--- src/hw/rtl/rbd_pkg.sv ---
// Shared types, constants and per-byte arithmetic for the 2x2 RGBA box downscaler.
// No dependencies; every other file imports this package.
`timescale 1ns / 1ps

package rbd_pkg;

    localparam int MAX_OUT_WIDTH    = 512;
    localparam int OUT_HEIGHT_LIMIT = 512;
    localparam int CFG_W            = 10;
    localparam int CFG_IDX_W        = 2;
    localparam int IDX_W            = $clog2(MAX_OUT_WIDTH);
    localparam int COL_W            = IDX_W + 1;
    localparam int ROW_W            = $clog2(2 * OUT_HEIGHT_LIMIT);
    localparam int PIX_W            = 32;
    localparam int SUM_W            = 9;
    localparam int PAIR_W           = 4 * SUM_W;

    localparam logic [CFG_IDX_W-1:0] REG_OUT_WIDTH  = 2'd0;
    localparam logic [CFG_IDX_W-1:0] REG_OUT_HEIGHT = 2'd1;

    // Position of the incoming source pixel within the image.
    typedef struct packed {
        logic             odd_col;
        logic             odd_row;
        logic             last;
        logic [IDX_W-1:0] idx;
    } t_pos;

    // One block ready for averaging: stored upper pair sums and the lower pair sums.
    typedef struct packed {
        logic [PAIR_W-1:0] upper;
        logic [PAIR_W-1:0] lower;
        logic              last;
    } t_blk;

    function automatic logic [PAIR_W-1:0] pair_sums(input logic [PIX_W-1:0] a,
                                                    input logic [PIX_W-1:0] b);
        logic [PAIR_W-1:0] r;
        r = '0;
        for (int k = 0; k < 4; k++) begin
            r[SUM_W*k +: SUM_W] = {1'b0, a[8*k +: 8]} + {1'b0, b[8*k +: 8]};
        end
        return r;
    endfunction

    function automatic logic [PIX_W-1:0] block_mean(input logic [PAIR_W-1:0] u,
                                                    input logic [PAIR_W-1:0] l);
        logic [PIX_W-1:0] r;
        logic [SUM_W:0]   s;
        r = '0;
        for (int k = 0; k < 4; k++) begin
            s = {1'b0, u[SUM_W*k +: SUM_W]} + {1'b0, l[SUM_W*k +: SUM_W]};
            r[8*k +: 8] = s[SUM_W:2];
        end
        return r;
    endfunction

    // Last source column index (2*w - 1) for an output width register value.
    function automatic logic [COL_W-1:0] col_end(input logic [CFG_W-1:0] v);
        logic [31:0] e;
        if (v == '0) begin
            e = 32'd1;
        end else if (32'(v) > 32'(MAX_OUT_WIDTH)) begin
            e = 32'(MAX_OUT_WIDTH);
        end else begin
            e = 32'(v);
        end
        e = (e << 1) - 32'd1;
        return e[COL_W-1:0];
    endfunction

    // Last source row index (2*h - 1) for an output height register value.
    function automatic logic [ROW_W-1:0] row_end(input logic [CFG_W-1:0] v);
        logic [31:0] e;
        if (v == '0) begin
            e = 32'd1;
        end else if (32'(v) > 32'(OUT_HEIGHT_LIMIT)) begin
            e = 32'(OUT_HEIGHT_LIMIT);
        end else begin
            e = 32'(v);
        end
        e = (e << 1) - 32'd1;
        return e[ROW_W-1:0];
    endfunction

endpackage

--- src/hw/rtl/rbd_avg.sv ---
// Per-byte block mean and the output register of the result channel.
// Depends on rbd_pkg.
`timescale 1ns / 1ps

module rbd_avg
    import rbd_pkg::*;
(
    input  logic             i_clk,
    input  logic             i_rst_n,
    input  logic             i_vld,
    input  t_blk             i_blk,
    input  logic             i_out_stall,
    output logic             o_take,
    output logic             o_out_valid,
    output logic [PIX_W-1:0] o_average_pixel,
    output logic             o_last_pixel
);

    logic             r_vld, n_vld;
    logic [PIX_W-1:0] r_avg;
    logic             r_last;

    assign o_take = i_vld && (!r_vld || !i_out_stall);

    always_comb begin
        n_vld = r_vld;
        if (o_take) begin
            n_vld = 1'b1;
        end else if (!i_out_stall) begin
            n_vld = 1'b0;
        end
    end

    always_ff @(posedge i_clk) begin
        if (!i_rst_n) begin
            r_vld <= 1'b0;
        end else begin
            r_vld <= n_vld;
        end
    end

    always_ff @(posedge i_clk) begin
        if (o_take) begin
            r_avg  <= block_mean(i_blk.upper, i_blk.lower);
            r_last <= i_blk.last;
        end
    end

    assign o_out_valid     = r_vld;
    assign o_average_pixel = r_avg;
    assign o_last_pixel    = r_last;

    a_take_loads: assert property (@(posedge i_clk) disable iff (!i_rst_n)
        o_take |=> o_out_valid)
        else $error("block taken but no result presented");

endmodule

--- config.mk ---
export PLATFORM = sky130hd
export DESIGN_NAME = rbd_avg
export DESIGN_NICKNAME = d
export VERILOG_FILES = /design/src/hw/rtl/rbd_pkg.sv /design/src/hw/rtl/rbd_avg.sv
export SDC_FILE = /design/constraint.sdc
export NUM_CORES = 1
export LEC_CHECK = 0
export ABC_CLOCK_PERIOD_IN_PS = 6400
export BUFFER_PORTS_ARGS = -buffer_cell sky130_fd_sc_hd__buf_2
export CORE_ASPECT_RATIO = 1.25
export CORE_MARGIN = 4
export CORE_UTILIZATION = 49
export DETAILED_ROUTE_END_ITERATION = 7
export PLACE_DENSITY = 0.85
export SYNTH_ARGS = -nofsm -noshare
export SYNTH_HDL_FRONTEND = slang
export SYNTH_SLANG_ARGS = --single-unit
--- constraint.sdc ---
create_clock -name i_clk -period 6.4 [get_ports i_clk]
set_input_delay 0.32 -clock i_clk [delete_from_list [all_inputs] [get_ports i_clk]]
set_output_delay 0.32 -clock i_clk [all_outputs]
set_load 0.02 [all_outputs]
### Yosys cells after proc, flatten, opt, wreduce, memory -nomap -nowiden

Index checks and enable logic that the tools add are counted.

| storage, ports and cells | value |
|---|---|
| register bits after elaboration | 34 |

| operators by class | value |
|---|---|
| $add $sub $neg | 4 |
| eq/ne operators | 1 |
| muxes and demuxes | 2 |
| reduce and logical (&&, ||, !) cells | 4 |

Operator list:

| kind | number |
|---|---|
| $add A9 B9 Y10 | 4 |
| $logic_not A1 Y1 | 2 |
| $mux W1 | 2 |
| $ne A2 B1 Y1 const B | 1 |
| $logic_and A1 B1 Y1 | 1 |
| $logic_or A1 B1 Y1 | 1 |

### Depth between registers and ports, before layout

Gate-level depths: netlist of run 1.

| logic depth | value |
|---|---|
| depth in word-level cells | 4 |
| gate-level depth with buffers | 5 |
| mapped depth without buffers | 5 |

### Worst setup path after synthesis of run 1

OpenSTA, ideal clock, no wires.

| path | value |
|---|---|
| path kind | register -> register |
| start | reg r_vld (netlist: o_out_valid) |
| end | reg r_avg[0] (netlist: o_average_pixel[0]), enable pin |
| setup time | 495 ps |
| data arrival time | 3230 ps |
| setup slack | 2675 ps |
| cell stages (with the launch flop) | 2 |
| period minus slack after synthesis | 3725 ps |
| cell sequence | dfxtp_1 -> a21boi_0 |

| on the way | value |
|---|---|
| cells in the longest elaborated chain, start to end | 3 |

Ends and longest elaborated chain:

| item | line | source |
|---|---|---|
| from (decl) | rbd_avg.sv:19 | `logic r_vld, n_vld;` |
| from (signal assigned) | rbd_avg.sv:38 | `r_vld <= n_vld;` |
| $logic_not A1 Y1 | rbd_avg.sv:23 | `assign o_take = i_vld && (!r_vld \|\| !i_out_stall);` |
| $logic_or A1 B1 Y1 | rbd_avg.sv:23 |  |
| $logic_and A1 B1 Y1 | rbd_avg.sv:23 |  |
| net o_take | rbd_avg.sv:13 | `output logic o_take,` |
| to (signal assigned) | rbd_avg.sv:44 | `r_avg <= block_mean(i_blk.upper, i_blk.lower);` |
| to (decl) | rbd_avg.sv:20 | `logic [PIX_W-1:0] r_avg;` |

The timed path passes the listed nets, and every way through them passes these cells.
A chain may end at the register's enable or synchronous reset.

### Worst setup path after layout of run 1

| path | value |
|---|---|
| start | reg r_vld (netlist: o_out_valid) |
| end | out o_take |

| on the way | value |
|---|---|
| cells in the longest elaborated chain, start to end | 3 |

Ends and longest elaborated chain:

| item | line |
|---|---|
| $logic_not A1 Y1 | rbd_avg.sv:23 |
| $logic_or A1 B1 Y1 | rbd_avg.sv:23 |
| $logic_and A1 B1 Y1 | rbd_avg.sv:23 |
| to (decl) | rbd_avg.sv:13 |

No other way between the ends.

==> results.md, run 1 <==
- Status: finished clean
- Avg Inst Size Synth: 12.3 um^2
- Max-Slew Margin vs Limit: between 70% and 80%
- Worst path cell trace: a21boi_4, buf_4, buf_2
- Crit end category: output pin
- Synthesized area: 0.00218 mm^2
- Kind of critical path: reg2out
- Skew final: 0.00407 ns
- Yosys reg bits: 34
- Via count: roughly 1.9k
- Post-CTS setup buffer count: 0
- Synth warnings: 0
- Final Util: 69.9%
- Final net count: 406
- Seq/Total Area, Yosys: roughly 46%
- Setup-failing EPs final: 0
- Vias in the first global route: roughly 1.7k
- CTS root buffer: clkbuf_8
- WL final: around 4800 um
- Fill count: 322
- FP Rows: 26
- Detailed placement HPWL: 4070 um
- RD Place Congestion: 0.817
- First-pass GRT wire length: 7040 um
- RSZ-0062 raised after global routing: no
- Pre-antenna DRT Iters: 6
- Hold Crit Class: in2reg
- Commonest cells in the synthesized netlist: 33 x edfxtp_1, 32 x ha_1, 16 x xnor2_1
- Most common cell in the netlist: edfxtp_1
- Die Ht: 82.6 um
- Max clock buf depth: 2
- CTS tree: yes
- CTS Hold Buffers Added: 0
- Syn nets: approximately 290
- Fraction of registers with async set/reset: 0%
- IO Count: 112
- Pwr dens: between 200 and 250 mW/mm^2
- Post-Synthesis Cells: 178
- Core area: 0.00420 mm^2
- CTS resizes: 0
- Endpoints failing hold: 0
- Met2 global-route usage: 34.3%
- Clock transition at path regs: 0.07 ns
- FF/Latch Area: 0.00101 mm^2
- Hold depth: 1
- Grt peak-use layer: met2
- Slack of the critical path: 4.68 ns
- DRC: 0
- CP Launch Type: flop
- Yosys top cell by area: edfxtp_1
- Area growth, synth to finish: 34.4%
- Routed Antenna Nets: 0
- Starting Density: between 50% and 60%
- Drt wl/cell: 13.7 um
- Fin crit period: 1.72 ns
- Yosys cell types: 29
- Period utilization: 26.8%
- H-tree levels: 2
- Crit-path max FO: 34
- Fmax: about 600 MHz
- M1 GR Usage: 15.2%
- R2R depth: 2
- Met3 Usage GRT: 5.41%
- CTS sink count: 34
- Antenna violations before repair: 0
- Ys flop type: edfxtp_1
- Grt total ovfl: 0
- Worst slack, placed: between 4 and 5 ns
- Critical-path top delay cell: buf_4
- Actual slew at the worst max-slew pin: 0.436 ns
- Crit path required time: 6.08 ns
- Post-synth EDFFs: 33
- Diodes inserted: 0
- Max-cap violations: 0
- Synth top area share: a little under half
- Avg Vias per Cell: about 5.2
- Worst vdd ir: 0.000152 V
- DRT iter0 DRCs: 70
- GRT Util Overall: 16.9%
- IO Port Bufs: around 110
- Area of the multi-input gates: 0.00117 mm^2
- Die width: 67.7 um
- Die area: 0.00559 mm^2
- Setup TNS: 0 ns
- Share of layout cells above drive strength 1: between 40% and 50%
- Critical path's largest stage delay: around 0.40 ns
- Top cells by area, synth: edfxtp_1 45%, ha_1 18%, xnor2_1 6.4%
- Slew Limit Fails: 0
- CTS Buf Count: 5
- Largest net degree at the start of global routing: 35
- Worst-Skew Late Latency: 0.28 ns
- Static leakage: 1.45 nW
- WP data arrival: 1.40 ns
## logic make-up (layout without fill, tap and decap cells)
| kind of cell | Yosys count | count (layout) | synth area share, % |
|---|---|---|---|
| buffers and inverters | 3 | 123 | 0.516 |
| xor gates and xnor gates | 23 | 23 | 9.24 |
| and+or+nand+nor | 36 | 36 | 8.20 |
| DFF | 34 | 34 | 46.4 |
| AOI/OAI and AO/OA | 50 | 50 | 17.3 |
| adders and majority gates | 32 | 32 | 18.4 |
## flip-flops by register name, indices dropped and copies added, names as in the netlist
register         cells
o_average_pixel     32
o_last_pixel         1
o_out_valid          1
## layer usage
| metal | routed length, um | share of wire [%] | up-vias |
|---|---|---|---|
| met5 | 0 | 0 | - |
| met4 | 25 | 0.52 | 0 |
| met3 | 373 | 7.7 | 2 |
| met2 | 2800 | 58 | 64 |
| met1 | 1640 | 34 | 850 |
| li1 | - | - | 936 |
## power by group
part | switching, mW | total (mW) | leakage, nW | internal (mW)
sequential | 0.00582 | 0.288 | 0.328 | 0.282
combinational | 0.116 | 0.207 | 1.07 | 0.0903
clock | 0.0735 | 0.190 | 0.0524 | 0.116
total | 0.196 | 0.685 | 1.45 | 0.489
## cell usage in the layout (no fill, tap or decap), types with 2 or more instances in the layout
cell / count
a211o_1: 3
nand2_1: 7
clkbuf_1: 2
edfxtp_1: 33
nand4_1: 3
a21oi_1: 15
nor2_1: 11
ha_1: 32
a31oi_1: 3
xor2_1: 7
buf_2: 111
and3_1: 7
a21o_1: 12
o211ai_1: 3
nor2b_1: 2
nand2b_1: 2
a221oi_1: 4
nor3_1: 2
clkbuf_8: 5
a22o_1: 3
xnor2_1: 16
inv_1: 3
## critical path, delay by kind of cell, from the launching register on
kind	cells	cell delay (ns)
buf+inv	2	0.65
flops	1	0.34
compound gates	1	0.12
## area by class of cell
| cell class | instances | share of cell area [%] |
|---|---|---|
| multi-input cells | 141 | 39.9 |
| flip-flops and latches | 34 | 34.5 |
| repair buffers | 112 | 19.2 |
| clock buffers | 7 | 2.60 |
| well taps | 56 | 2.39 |
| clock inverters | 1 | 1.02 |
| inverters | 3 | 0.384 |
## worst paths after layout
check / end / slack, ns / start
hold reg to reg: o_out_valid / 0.58 / o_out_valid
setup reg to reg: o_average_pixel[2] / 5.19 / o_out_valid
setup / recovery: o_take / 4.68 / o_out_valid
hold / removal: o_last_pixel / 0.21 / i_blk[0]
## through the flow
step | area, um^2 | power, mW | hold WS (ns) | std cells
floorplan | 2180 | 0.431 | 0.419 | 178
global placement | 2830 | 0.493 | 0.499 | 346
detailed placement | 2830 | 0.501 | 0.501 | 346
CTS | 2930 | 0.691 | 0.203 | 354
global route | 2930 | 0.721 | 0.196 | 354
finish | 2930 | 0.685 | 0.213 | 354
Power figures use the tool's default switching activity.
==> run 2, diff against run 1 <==
--- a/config.mk
+++ b/config.mk
@@ -5,13 +5,13 @@
 export SDC_FILE = /design/constraint.sdc
 export NUM_CORES = 1
 export LEC_CHECK = 0
-export ABC_CLOCK_PERIOD_IN_PS = 6400
+export ABC_CLOCK_PERIOD_IN_PS = 1800
 export BUFFER_PORTS_ARGS = -buffer_cell sky130_fd_sc_hd__buf_2
 export CORE_ASPECT_RATIO = 1.25
 export CORE_MARGIN = 4
-export CORE_UTILIZATION = 49
+export CORE_UTILIZATION = 46
 export DETAILED_ROUTE_END_ITERATION = 7
-export PLACE_DENSITY = 0.85
+export PLACE_DENSITY = 0.81
 export SYNTH_ARGS = -nofsm -noshare
 export SYNTH_HDL_FRONTEND = slang
 export SYNTH_SLANG_ARGS = --single-unit
==> constraint.sdc (replaced) <==
create_clock -name i_clk -period 1.8 [get_ports i_clk]
set_input_delay 0.09 -clock i_clk [delete_from_list [all_inputs] [get_ports i_clk]]
set_output_delay 0.09 -clock i_clk [all_outputs]
set_load 0.02 [all_outputs]
==> results.md, run 2 (synthesis gave the netlist of run 1 again) <==
- Worst path cell trace: buf_2, ha_1, and2_4, a221o_1, a221oi_2, o21bai_1
- Crit path required time: 1.82 ns
- Max-Slew Margin vs Limit: 72.2%
- Hold Crit Class: in2reg
- Setup TNS: 0 ns
- Top Family by Delay on Critical Path: compound AO/OA/AOI/OAI gates
- Crit path launch: i_blk[34]
- FP Rows: 27
- DRT iter0 DRCs: 91
- Pre-antenna DRT Iters: 4
- IO Port Bufs: 111
- Routed Antenna Nets: 0
- Max clock buf depth: 2
- CP Launch Type: input pin
- Detailed placement HPWL: roughly 4100 um
- Max-cap violations: 0
- Status: finished clean
- CTS Buf Count: 5
- Most common cell after layout, fill and taps aside: buf_2
- WL final: approximately 4800 um
- Vias in the first global route: ~2.0k
- Kind of critical path: in2reg
- Core area: around 0.0045 mm^2
- Die width: 69.6 um
- CTS Hold Buffers Added: 1
- Drt wl/cell: 13.2 um
- WP data arrival: 1.48 ns
- Setup-failing EPs final: 0
- Crit end category: flop
- R2R Path Start: o_out_valid
- Fin crit period: 1.45 ns
- Worst-Skew Late Latency: about 0.28 ns
- Final net count: between 400 and 500
- Area growth, synth to finish: 35.9%
- Via count: approximately 1.9k
- Largest register FFs: 32
- WP buf/inv: 1
- CTS tree: yes
- Fmax: just under 700 MHz
- CTS resizes: 0
- Avg Vias per Cell: 5.10
- CTS sink count: 34
- Hold Worst Slack: 0.0405 ns
- Antenna violations before repair: 0
- RD Place Congestion: 0.768
- Share of layout cells above drive strength 1: a little over two fifths
- Starting Density: 48.5%
- DRC: 0
- Worst vdd ir: approximately 0.00045 V
- Critical path's largest stage delay: 0.34 ns
- Min-delay src: i_rst_n
- Largest net degree at the start of global routing: 21
- GRT Util Overall: between 10% and 20%
- Clock transition at path regs: 0.07 ns
- Slew Limit Fails: 0
- CTS root buffer: clkbuf_8
- First-pass GRT wire length: 8210 um
- Actual slew at the worst max-slew pin: between 0.4 and 0.5 ns
- Post-CTS setup buffer count: 0
- Static leakage: approximately 1.5 nW
- Diodes inserted: 0
- Die area: approximately 0.0059 mm^2
- Critical-path top delay cell: ha_1
- IO Count: approximately 110
- Endpoints failing hold: 0
- H-tree levels: 2
- Most frequent cells in the layout: 111 x buf_2, 33 x edfxtp_1, 32 x ha_1
- RSZ-0062 raised after global routing: no
- Skew final: 0.00738 ns
- Crit-path max FO: 5
- Pwr dens: approximately 780 mW/mm^2
- Grt total ovfl: 0
- Die Ht: 85.0 um
- Period utilization: 80.8%
[run 2: path summary, 6_finish.rpt]
path	to	slack, ns	depth (start not counted)
worst max-delay path	o_average_pixel[31]	0.35	6
worst min-delay path	o_out_valid	0.04	2
worst max register to register	o_average_pixel[17]	0.70	2
worst min register to register	o_out_valid	0.60	2
[run 2: final cells by class]
| type | instances | area, um^2 |
|---|---|---|
| Fill cell | 393 | 1530 |
| Tap cell | 58 | 72.6 |
| Clock inverter | 2 | 8.76 |
| Inverter | 3 | 11.3 |
| Timing Repair Buffer | 119 | 618 |
| Sequential cell | 34 | 1010 |
| Multi-Input combinational cell | 141 | 1170 |
| Clock buffer | 6 | 72.6 |
[run 2: worst reg2reg max path, cell delays in order, from the launching register on]
cell      delay [ns]
dfxtp_1         0.34
a21boi_4        0.14
buf_4           0.28
[run 2: per-layer routing]
metal / vias to the layer above / share of wire (%) / wire, um / global-route usage (%)
met1: 839 / 35 / 1690 / 15.6
met2: 63 / 53 / 2560 / 34.1
met5: - / 0 / 0 / 0
met4: 0 / 1.5 / 73 / 6.39
li1: 947 / - / - / -
met3: 4 / 9.9 / 476 / 5.92
[run 2: power by group]
group | internal, mW | leakage [nW] | switching [mW]
clock network | 0.266 | 0.0426 | 0.261
registers | 1.00 | 0.328 | 0.0213
logic | 0.334 | 1.10 | 0.413
total | 1.60 | 1.47 | 0.695
[run 2: through the flow]
stage / instance area, um^2 / setup slack (ns) / util [%] / cells / total power, mW
finish: 2960 / 0.346 / 66.0 / 363 / 2.30
global route: 2960 / 0.230 / 66.0 / 363 / 2.44
CTS: 2960 / 0.339 / 66.0 / 363 / 2.33
detailed placement: 2870 / 0.0344 / 63.9 / 354 / 1.79
global placement: 2870 / 0.0931 / 63.9 / 354 / 1.77
floorplan: 2190 / 0.231 / - / 178 / 1.53
==> run 3, diff against run 2 <==
--- a/config.mk
+++ b/config.mk
@@ -5,13 +5,13 @@
 export SDC_FILE = /design/constraint.sdc
 export NUM_CORES = 1
 export LEC_CHECK = 0
-export ABC_CLOCK_PERIOD_IN_PS = 1800
+export ABC_CLOCK_PERIOD_IN_PS = 1300
 export BUFFER_PORTS_ARGS = -buffer_cell sky130_fd_sc_hd__buf_2
 export CORE_ASPECT_RATIO = 1.25
 export CORE_MARGIN = 4
-export CORE_UTILIZATION = 46
+export CORE_UTILIZATION = 41
 export DETAILED_ROUTE_END_ITERATION = 7
-export PLACE_DENSITY = 0.81
+export PLACE_DENSITY = 0.76
 export SYNTH_ARGS = -nofsm -noshare
 export SYNTH_HDL_FRONTEND = slang
 export SYNTH_SLANG_ARGS = --single-unit
==> constraint.sdc (replaced) <==
create_clock -name i_clk -period 1.3 [get_ports i_clk]
set_input_delay 0.065 -clock i_clk [delete_from_list [all_inputs] [get_ports i_clk]]
set_output_delay 0.065 -clock i_clk [all_outputs]
set_load 0.02 [all_outputs]
==> results.md, run 3 (synthesis gave the netlist of run 1 again) <==
- Most common cell after layout, fill and taps aside: buf_2
- Share of layout cells above drive strength 1: a little under three fifths
- Slack of the critical path: -0.00500 ns
- Placement Cell Area: 0.00344 mm^2
- Largest net degree at the start of global routing: 19
- Vias in the first global route: 2037
- GRT Util Overall: 16.1%
- Die Ht: between 80 and 90 um
- IO Count: roughly 110
- Area growth, synth to finish: 64.7%
- DRT iter0 DRCs: 44
- CTS root buffer: clkbuf_8
- Core area: slightly above 0.005 mm^2
- Fmax: 766 MHz
- WL final: roughly 5400 um
- Most frequent cells in the layout: 109 x buf_2, 42 x buf_4, 33 x edfxtp_1
- First-pass GRT wire length: a little over 8000 um
- Pre-antenna DRT Iters: 4
- Max-Slew Margin vs Limit: between 70 and 80%
- Status: complete, but fails checks
- Setup-failing EPs final: 1
- CP Launch Type: input pin
- CTS tree: yes
- Clock transition at path regs: around 0.070 ns
- Hold Crit Class: in2reg
- Fill count: 387
- Max clock buf depth: 2
- Crit path required time: 1.32 ns
- Violated checks: setup timing
- RSZ-0062 raised after global routing: yes
- Actual slew at the worst max-slew pin: about 0.35 ns
- Diodes inserted: 0
- Kind of critical path: in2reg
- Critical path's largest stage delay: 0.35 ns
- Critical-path top delay cell: a221oi_2
- Starting Density: 42.6%
- Avg Vias per Cell: 5.01
- Static leakage: 1.67 nW
- Non-Filler Instances: 405
- CTS Buf Count: 5
- Hold Worst Slack: approximately 0.04 ns
- Worst vdd ir: 0.000554 V
- DRC: 0
- Crit-path max FO: 2
- FP Rows: 29
- Period utilization: 100%
- Largest register FFs: 32
- Worst-Skew Late Latency: 0.27 ns
- Slew Limit Fails: 0
- Worst path cell trace: buf_6, ha_4, and2_4, a221o_1, a221oi_2, o21bai_1
- Max-cap violations: 0
- Crit end category: flop
- Pwr dens: 959 mW/mm^2
- H-tree levels: 2
- WP data arrival: 1.32 ns
- Skew final: about 0.0037 ns
- IO Port Bufs: 111
- Grt total ovfl: 0
- Detailed placement HPWL: between 4000 and 5000 um
- Fin crit period: roughly 1.3 ns
- Dpl cells: 392
- Endpoints failing hold: 0
- Final net count: 451
- Via count: 2029
- Die width: 73.2 um
- CTS sink count: 34
- Die area: roughly 0.0066 mm^2
- Worst slack, placed: -0.258 ns
- Routed Antenna Nets: 0
- RD Place Congestion: 0.734
- Drt wl/cell: 13.4 um
- Design area: 0.00359 mm^2
- Antenna violations before repair: 0
[run 3: changes by cell type in the layout (fill, tap and decap cells not counted), sizes merged]
cell | before | now
buf | 118 | 155
dlygate4sd3 | 1 | 2
[run 3: what timing repair did]
item	in CTS	in global routing
resized for setup	0	5
hold buffers	2	0
buffers inserted	0	3
endpoints found under the setup margin	0	4
endpoints found under the hold margin	2	0
[run 3: power by group]
part | total (mW) | internal (mW) | switching, mW
logic | 1.32 | 0.668 | 0.657
registers | 1.42 | 1.39 | 0.0271
clock network | 0.706 | 0.367 | 0.339
total | 3.45 | 2.42 | 1.02
[run 3: final cells by class]
cell class | count | area (um^2) | area share [%]
clock buffers | 6 | 72.6 | 2.02
multi-input cells | 141 | 1460 | 40.8
repair buffers | 157 | 943 | 26.3
clock inverters | 2 | 8.76 | 0.244
inverters | 3 | 11.3 | 0.313
flip-flops and latches | 34 | 1010 | 28.2
well taps | 62 | 77.6 | 2.16
[run 3: path summary, 6_finish.rpt]
check,startpoint,end,slack (ns),cells after the start
worst min register to register,o_out_valid,o_out_valid,0.54,2
worst min-delay path,i_vld,o_out_valid,0.04,3
worst max register to register,o_out_valid,o_average_pixel[10],0.27,2
worst max-delay path,i_blk[33],o_average_pixel[31],-0.005,6
[run 3: critical path: cells and delay by family]
family	cells	cell delay (ns)
compound gates	3	0.79
fa+ha+maj	1	0.22
buf+inv	1	0.10
simple gates	1	0.15
[run 3: metal layers]
metal / wire, um / part of all wire, % / track usage [%] / up-vias
met5: 0 / 0 / 0 / -
met2: 3140 / 58 / 33.0 / 69
met3: 398 / 7.3 / 3.82 / 13
met4: 131 / 2.4 / 6.88 / 0
met1: 1750 / 32 / 14.5 / 925
li1: - / - / - / 1022
[run 3: metrics by stage]
step	total power, mW	util (%)	setup TNS (ns)
6_report	3.45	70.2	-0.00500
5_1_grt	3.68	70.2	-0.0803
4_1_cts	3.46	69.1	0
3_5_place_dp	2.74	67.2	-3.29
3_3_place_gp	2.68	67.2	-2.69
2_1_floorplan	2.20	-	-5.99
